### src/sv/scms_pkg.sv
// package: request codes, frame constants and defaults for the sensor change message scheduler
`timescale 1ns / 1ps
`default_nettype none
package scms_pkg;

    localparam int SLOT_COUNT_DEF = 8;
    localparam int VAL_W          = 10;
    localparam int SLOT_W         = 3;

    typedef logic [1:0] t_req;
    localparam t_req REQ_TOUCH   = 2'd0;
    localparam t_req REQ_RELEASE = 2'd1;
    localparam t_req REQ_SENSOR  = 2'd2;
    localparam t_req REQ_SEND    = 2'd3;

    localparam logic [VAL_W-1:0] SENSOR_FULL = 10'h3ff;
    localparam logic [7:0]       MSG_XY      = 8'h50;
    localparam logic [7:0]       MSG_RELEASE = 8'h70;

    function automatic logic [7:0] frame_id(input logic [SLOT_W-1:0] slot);
        logic [7:0] id;
        unique case (slot)
            3'd0, 3'd1: id = MSG_XY;
            3'd2:       id = MSG_RELEASE;
            3'd3:       id = 8'h84;
            3'd4:       id = 8'h90;
            3'd5:       id = 8'h94;
            3'd6:       id = 8'h98;
            3'd7:       id = 8'h9c;
            default:    id = 8'h9c;
        endcase
        return id;
    endfunction

endpackage
`default_nettype wire

### src/sv/sensor_change_message_scheduler_top.sv
// top level: slot memory, pending mask and round-robin message sequencer
// updates: a touch runs read and update for slot X, then for slot Y, then writes slot Z;
//   release and sensor updates run one read and update; send: three bytes for an xy frame,
//   two for a sensor frame, one for a release byte, none for an empty mask
// throughput: one request per busy period, set by the slot memory
//   read-modify-write sequence; results come one byte per cycle, the receiver cannot stall
// reset: synchronous active low, clears pending mask, cursor and slot valid bits (slots read as 0)
`timescale 1ns / 1ps
`default_nettype none
module sensor_change_message_scheduler_top #(
    parameter int SLOT_COUNT = scms_pkg::SLOT_COUNT_DEF
) (
    input  wire logic                          i_clk,
    input  wire logic                          i_rst_n,
    input  wire logic                          start,
    output logic                               busy,
    input  wire logic [1:0]                    i_req_type,
    input  wire logic [scms_pkg::VAL_W-1:0]    i_x_value,
    input  wire logic [scms_pkg::VAL_W-1:0]    i_y_value,
    input  wire logic [scms_pkg::VAL_W-1:0]    i_z_value,
    input  wire logic [scms_pkg::SLOT_W-1:0]   i_slot_index,
    input  wire logic [scms_pkg::VAL_W-1:0]    i_sample_value,
    output logic                               o_strobe,
    output logic [7:0]                         o_tx_byte,
    output logic                               o_last_byte
);

    localparam int AW = (SLOT_COUNT > 1) ? $clog2(SLOT_COUNT) : 1;
    localparam int VW = scms_pkg::VAL_W;

    localparam logic [3:0] ST_IDLE = 4'd0;
    localparam logic [3:0] ST_RD   = 4'd1;
    localparam logic [3:0] ST_UPD  = 4'd2;
    localparam logic [3:0] ST_ZWR  = 4'd3;
    localparam logic [3:0] ST_SEND = 4'd4;
    localparam logic [3:0] ST_XY0  = 4'd5;
    localparam logic [3:0] ST_XY1  = 4'd6;
    localparam logic [3:0] ST_SEN0 = 4'd7;
    localparam logic [3:0] ST_LAST = 4'd8;

    localparam logic [AW-1:0] SLOT_X = AW'(0);
    localparam logic [AW-1:0] SLOT_Y = AW'(1);
    localparam logic [AW-1:0] SLOT_Z = AW'(2);

    logic [VW-1:0] mem [SLOT_COUNT];
    logic [VW-1:0] r_rd_data;
    logic          r_rd_valid;

    logic [3:0]            r_state, n_state;
    logic [SLOT_COUNT-1:0] r_pending, n_pending;
    logic [SLOT_COUNT-1:0] r_valid, n_valid;
    logic [AW-1:0]         r_cursor, n_cursor;
    logic [1:0]            r_req, n_req;
    logic [AW-1:0]         r_addr, n_addr;
    logic [VW-1:0]         r_val, n_val;
    logic [VW-1:0]         r_y, n_y;
    logic [VW-1:0]         r_z, n_z;
    logic [VW-1:0]         r_x, n_x;
    logic [7:0]            r_lo, n_lo;
    logic                  r_strobe, n_strobe;
    logic [7:0]            r_byte, n_byte;
    logic                  r_last, n_last;

    logic          rd_en;
    logic [AW-1:0] rd_addr;
    logic          wr_en;
    logic [AW-1:0] wr_addr;
    logic [VW-1:0] wr_data;

    logic [VW-1:0] old_val;
    logic [VW-1:0] merged;
    logic          found;
    logic [AW-1:0] pick;
    logic [AW:0]   cand_sum;
    logic [AW-1:0] cand;

    assign busy        = (r_state != ST_IDLE);
    assign o_strobe    = r_strobe;
    assign o_tx_byte   = r_byte;
    assign o_last_byte = r_last;

    assign old_val = r_rd_valid ? r_rd_data : '0;
    assign merged  = VW'({1'b0, r_val[VW-1:1]} + {1'b0, old_val[VW-1:1]});

    // next pending slot after the cursor, round robin
    always_comb begin
        found    = 1'b0;
        pick     = '0;
        cand_sum = '0;
        cand     = '0;
        for (int k = SLOT_COUNT; k >= 1; k--) begin
            cand_sum = {1'b0, r_cursor} + (AW+1)'(k);
            if (cand_sum >= (AW+1)'(SLOT_COUNT)) begin
                cand = AW'(cand_sum - (AW+1)'(SLOT_COUNT));
            end else begin
                cand = cand_sum[AW-1:0];
            end
            if (r_pending[cand]) begin
                found = 1'b1;
                pick  = cand;
            end
        end
    end

    always_comb begin
        n_state   = r_state;
        n_pending = r_pending;
        n_valid   = r_valid;
        n_cursor  = r_cursor;
        n_req     = r_req;
        n_addr    = r_addr;
        n_val     = r_val;
        n_y       = r_y;
        n_z       = r_z;
        n_x       = r_x;
        n_lo      = r_lo;
        n_strobe  = 1'b0;
        n_byte    = r_byte;
        n_last    = r_last;
        rd_en     = 1'b0;
        rd_addr   = r_addr;
        wr_en     = 1'b0;
        wr_addr   = r_addr;
        wr_data   = r_val;
        unique case (r_state)
            ST_IDLE: begin
                if (start) begin
                    n_req = i_req_type;
                    n_y   = i_y_value;
                    n_z   = i_z_value;
                    unique case (i_req_type)
                        scms_pkg::REQ_TOUCH: begin
                            n_addr  = SLOT_X;
                            n_val   = i_x_value;
                            n_state = ST_RD;
                        end
                        scms_pkg::REQ_RELEASE: begin
                            n_addr  = SLOT_Z;
                            n_val   = scms_pkg::SENSOR_FULL;
                            n_state = ST_RD;
                        end
                        scms_pkg::REQ_SENSOR: begin
                            n_addr = AW'(i_slot_index);
                            n_val  = i_sample_value;
                            if ({1'b0, i_slot_index} < 4'(SLOT_COUNT)) begin
                                n_state = ST_RD;
                            end
                        end
                        scms_pkg::REQ_SEND: begin
                            n_state = ST_SEND;
                        end
                        default: n_state = ST_IDLE;
                    endcase
                end
            end
            ST_RD: begin
                rd_en   = 1'b1;
                rd_addr = r_addr;
                n_state = ST_UPD;
            end
            ST_UPD: begin
                if (old_val != r_val) begin
                    wr_en   = 1'b1;
                    wr_addr = r_addr;
                    wr_data = r_pending[r_addr] ? merged : r_val;
                    n_valid[r_addr]   = 1'b1;
                    n_pending[r_addr] = 1'b1;
                end
                n_state = ST_IDLE;
                if (r_req == scms_pkg::REQ_TOUCH) begin
                    if (r_addr == SLOT_X) begin
                        n_addr  = SLOT_Y;
                        n_val   = r_y;
                        n_state = ST_RD;
                    end else begin
                        n_state = ST_ZWR;
                    end
                end else if (r_req == scms_pkg::REQ_RELEASE) begin
                    n_pending[SLOT_X] = 1'b0;
                    n_pending[SLOT_Y] = 1'b0;
                end
            end
            ST_ZWR: begin
                wr_en   = 1'b1;
                wr_addr = SLOT_Z;
                wr_data = r_z;
                n_valid[SLOT_Z]   = 1'b1;
                n_pending[SLOT_Z] = 1'b0;
                n_state = ST_IDLE;
            end
            ST_SEND: begin
                n_state = ST_IDLE;
                if (found) begin
                    n_cursor = pick;
                    if (pick <= SLOT_Y) begin
                        rd_en   = 1'b1;
                        rd_addr = SLOT_X;
                        n_pending[SLOT_X] = 1'b0;
                        n_pending[SLOT_Y] = 1'b0;
                        n_state = ST_XY0;
                    end else if (pick == SLOT_Z) begin
                        n_pending[SLOT_Z] = 1'b0;
                        n_strobe = 1'b1;
                        n_byte   = scms_pkg::MSG_RELEASE;
                        n_last   = 1'b1;
                    end else begin
                        rd_en   = 1'b1;
                        rd_addr = pick;
                        n_addr  = pick;
                        n_pending[pick] = 1'b0;
                        n_state = ST_SEN0;
                    end
                end
            end
            ST_XY0: begin
                n_x      = old_val;
                rd_en    = 1'b1;
                rd_addr  = SLOT_Y;
                n_strobe = 1'b1;
                n_byte   = scms_pkg::MSG_XY | {4'b0, old_val[9:6]};
                n_last   = 1'b0;
                n_state  = ST_XY1;
            end
            ST_XY1: begin
                n_lo     = old_val[7:0];
                n_strobe = 1'b1;
                n_byte   = {r_x[5:0], old_val[9:8]};
                n_last   = 1'b0;
                n_state  = ST_LAST;
            end
            ST_SEN0: begin
                n_lo     = old_val[7:0];
                n_strobe = 1'b1;
                n_byte   = scms_pkg::frame_id(scms_pkg::SLOT_W'(r_addr)) |
                           {6'b0, old_val[9:8]};
                n_last   = 1'b0;
                n_state  = ST_LAST;
            end
            ST_LAST: begin
                n_strobe = 1'b1;
                n_byte   = r_lo;
                n_last   = 1'b1;
                n_state  = ST_IDLE;
            end
            default: n_state = ST_IDLE;
        endcase
    end

    // slot memory, registered read port
    always_ff @(posedge i_clk) begin
        if (wr_en) begin
            mem[wr_addr] <= wr_data;
        end
        if (rd_en) begin
            r_rd_data <= mem[rd_addr];
        end
    end

    always_ff @(posedge i_clk) begin
        if (!i_rst_n) begin
            r_state    <= ST_IDLE;
            r_pending  <= '0;
            r_valid    <= '0;
            r_cursor   <= '0;
            r_strobe   <= 1'b0;
            r_rd_valid <= 1'b0;
        end else begin
            r_state   <= n_state;
            r_pending <= n_pending;
            r_valid   <= n_valid;
            r_cursor  <= n_cursor;
            r_strobe  <= n_strobe;
            if (rd_en) begin
                r_rd_valid <= r_valid[rd_addr];
            end
        end
    end

    always_ff @(posedge i_clk) begin
        r_req  <= n_req;
        r_addr <= n_addr;
        r_val  <= n_val;
        r_y    <= n_y;
        r_z    <= n_z;
        r_x    <= n_x;
        r_lo   <= n_lo;
        r_byte <= n_byte;
        r_last <= n_last;
    end

endmodule
`default_nettype wire

### config.mk
export PLATFORM = sky130hd
export DESIGN_NAME = sensor_change_message_scheduler_top
export DESIGN_NICKNAME = d
export VERILOG_FILES = /design/src/sv/scms_pkg.sv /design/src/sv/sensor_change_message_scheduler_top.sv
export SDC_FILE = /design/constraint.sdc
export NUM_CORES = 1
export LEC_CHECK = 0
export BUFFER_PORTS_ARGS = -buffer_cell sky130_fd_sc_hd__clkbuf_2
export CORE_MARGIN = 2
export CORE_UTILIZATION = 30
export DETAILED_ROUTE_END_ITERATION = 10
export PLACE_DENSITY = 0.48
export SLEW_MARGIN = 10
export SYNTH_ARGS = -nofsm -noshare
export SYNTH_HDL_FRONTEND = slang
export SYNTH_SLANG_ARGS = --single-unit
### constraint.sdc
create_clock -name i_clk -period 5.4 [get_ports i_clk]
set_input_delay 0.54 -clock i_clk [delete_from_list [all_inputs] [get_ports i_clk]]
set_output_delay 0.54 -clock i_clk [all_outputs]
set_load 0.01 [all_outputs]
==> metrics.txt <==
status=finished, final reports clean; Peak VDD IR=0.153 mV; final worst setup slack=515 ps; WL final=23.5 mm; gp weighted congestion=0.850; Layout Utilization=35.0%; gr usage total=between 10% and 20%; Finished Cell Area=10,400 um2; Reg power frac=between 40% and 50%; final setup violation count=0; Synth Net Count=809; Fmax achieved=just over 200 MHz; Crit. End Element=flip-flop; cts bufs inserted=17; period utilisation layout=90.5%; Worst-path clk slew=80 ps; setup TNS=0 ps; max-cap violations=0; antenna violations before repair=0; internal power=between 2000 and 3000 uW; Yosys reg bits=179; worst slew margin relative to its limit=27.1%; Setup CP Type=flip-flop to flip-flop; Core Region=~30,000 um2; largest area contributor in the netlist=edfxtp_1; area share of the largest cell type after synthesis=49.3%; Cell variety after synth=69; Detail Route Antenna Nets=0; Worst Setup Start Kind=flip-flop; post-synthesis instance total=approximately 750; n_diodes=0; switching power=1080 uW; first-pass GRT wire length=36.5 mm; most common cell after layout, fill and taps aside=edfxtp_1; clock root buffer=clkbuf_16; total grt overflow=0; Seq/Total Area, Yosys=between 50% and 60%; setup slack at placement=598 ps; Logic pwr share=16.5%; Iter 0 DRT Violations=412; Nets=857; Ys Warns=0; Resized cells post-CTS=0; final hold vios=0; clock share of power=between 30% and 40%; Initial Util=between 30% and 40%; hold buffer count at CTS=0; HPWL Detailed=roughly 16 mm; Async S/R FF share, synth=0%; Worst Path Max Fanout=42; Clk Latency, worst-skew pair=440 ps; die extent in x=177 um; H-tree levels=4; Ports=59; Post-synth EDFFs=148; First-pass DRT Iterations=5; Tightest Hold Check Type=input pin to flip-flop; full die area=around 31,000 um2; Pleak=0.00381 uW; Via density=5.16; # fillers=2,975; Post-CTS Setup Inserts=0; vias in the first global route=between 6,000 and 7,000; Sw Share=30.2%; TritonCTS clock tree=yes; largest cells by area after synthesis=edfxtp_1, mux2i_1, dfxtp_1; commonest cells after routing, fill and taps aside=edfxtp_1, mux2i_1, clkbuf_2; predominant post-synthesis flop cell=edfxtp_1; clk sinks=179; worst endpoint data arrival time=5070 ps; Layout area overhead=15.0%; skew final=13.6 ps; DRC=0; routed len/inst=19.7 um; layout cells sized above 1=between 10% and 20%; # port buffers=58; slew at the pin closest to its max-slew limit=1090 ps; Slew Viols, Final=0; vias=6,168; Mapped Area=9020 um2; final total power=~3600 uW; Req. time, crit path=5580 ps; post-place instance area=9730 um2; row count=63; unrepaired setup endpoints after global routing=false; Tmin final=4880 ps; syn_area_per_cell=approximately 12 um2; die height=177 um; largest net degree at the start of global routing=43; cell area power density=346 nW/um2; clk buf depth=2
cell usage after synthesis (6+ instances only):
cell type / count
a21oi_1: 37
a22oi_1: 22
a31oi_1: 8
and2_1: 11
buf_2: 10
buf_6: 6
clkbuf_1: 26
dfxtp_1: 31
edfxtp_1: 148
ha_1: 15
inv_1: 27
mux2_1: 10
mux2_2: 9
mux2i_1: 81
mux4_2: 11
nand2_1: 53
nand3_1: 12
nor2_1: 59
nor2b_1: 6
nor3_1: 11
nor4_1: 7
o211ai_1: 9
o21a_1: 7
o21ai_0: 36
o21bai_1: 6
o221ai_1: 7
xnor2_1: 10
final cells by class:
type	count	area [um2]	share of cell area [%]
clock buffers	17	425	4.10
clock inverters	15	215	2.07
well taps	390	488	4.70
repair buffers	74	423	4.08
flip-flops and latches	179	5060	48.8
multi-input cells	493	3650	35.2
inverters	28	105	1.01
worst paths after layout:
check | to | from | slack (ps) | cells past startpoint
worst max-delay path | r_rd_data[4] | r_cursor[0] | 520 | 13
worst min-delay path | r_y[4] | i_y_value[4] | 270 | 1
worst max register to register | r_rd_data[4] | r_cursor[0] | 520 | 13
worst min register to register | r_valid[2] | r_valid[2] | 470 | 2
kinds of logic (layout without fill, tap and decap cells):
group	count (synthesis)	in the layout	synth area share, %
simple gates	178	178	9.12
buf+inv	73	134	3.72
xor+xnor	13	13	1.26
mux	112	112	14.3
fa+ha+maj	16	16	2.30
compound gates	174	174	13.2
flops	179	179	56.2
metal layers:
metal | global-route usage [%] | part of all wire (%)
met2 | 24.9 | 46
met4 | 4.34 | 1.9
met5 | 0 | 0
met1 | 21.2 | 47
met3 | 3.36 | 4.9
sequential cells by signal, summed over array words and instances (netlist names), 4 cells and up, named ones only:
register and cells:
r_rd_data 10, r_val 10, r_valid 8, mem 80
r_x 6, r_pending 8, o_tx_byte 8, r_z 10
r_state 4, r_lo 8, r_y 10
stage by stage:
step / hold WS [ps] / std cells
3_5_place_dp: 455 / 1164
3_3_place_gp: 448 / 1164
4_1_cts: 253 / 1196
5_1_grt: 250 / 1196
2_1_floorplan: 433 / 745
6_report: 271 / 1196
power groups by stage:
stage | logic [uW] | registers, uW | clock network (uW)
after floorplan | 440 | 1690 | 0
after global routing | 656 | 1710 | 1390
final | 595 | 1700 | 1300
after CTS | 599 | 1700 | 1330
after detailed placement | 595 | 1730 | 0
after global placement | 594 | 1730 | 0
critical path, cell delays in order (launching register included):
cell and delay [ps]:
dfxtp_1 340, clkinv_1 230, ha_1 770, mux4_2 660
a22o_1 240, a211oi_1 220, o221ai_1 240, nand2_1 340
o211ai_1 250, a32oi_4 330, buf_12 320, mux2i_1 250
mux2i_1 90, mux2_1 300
No activity file was read; power rests on OpenSTA's default activity.
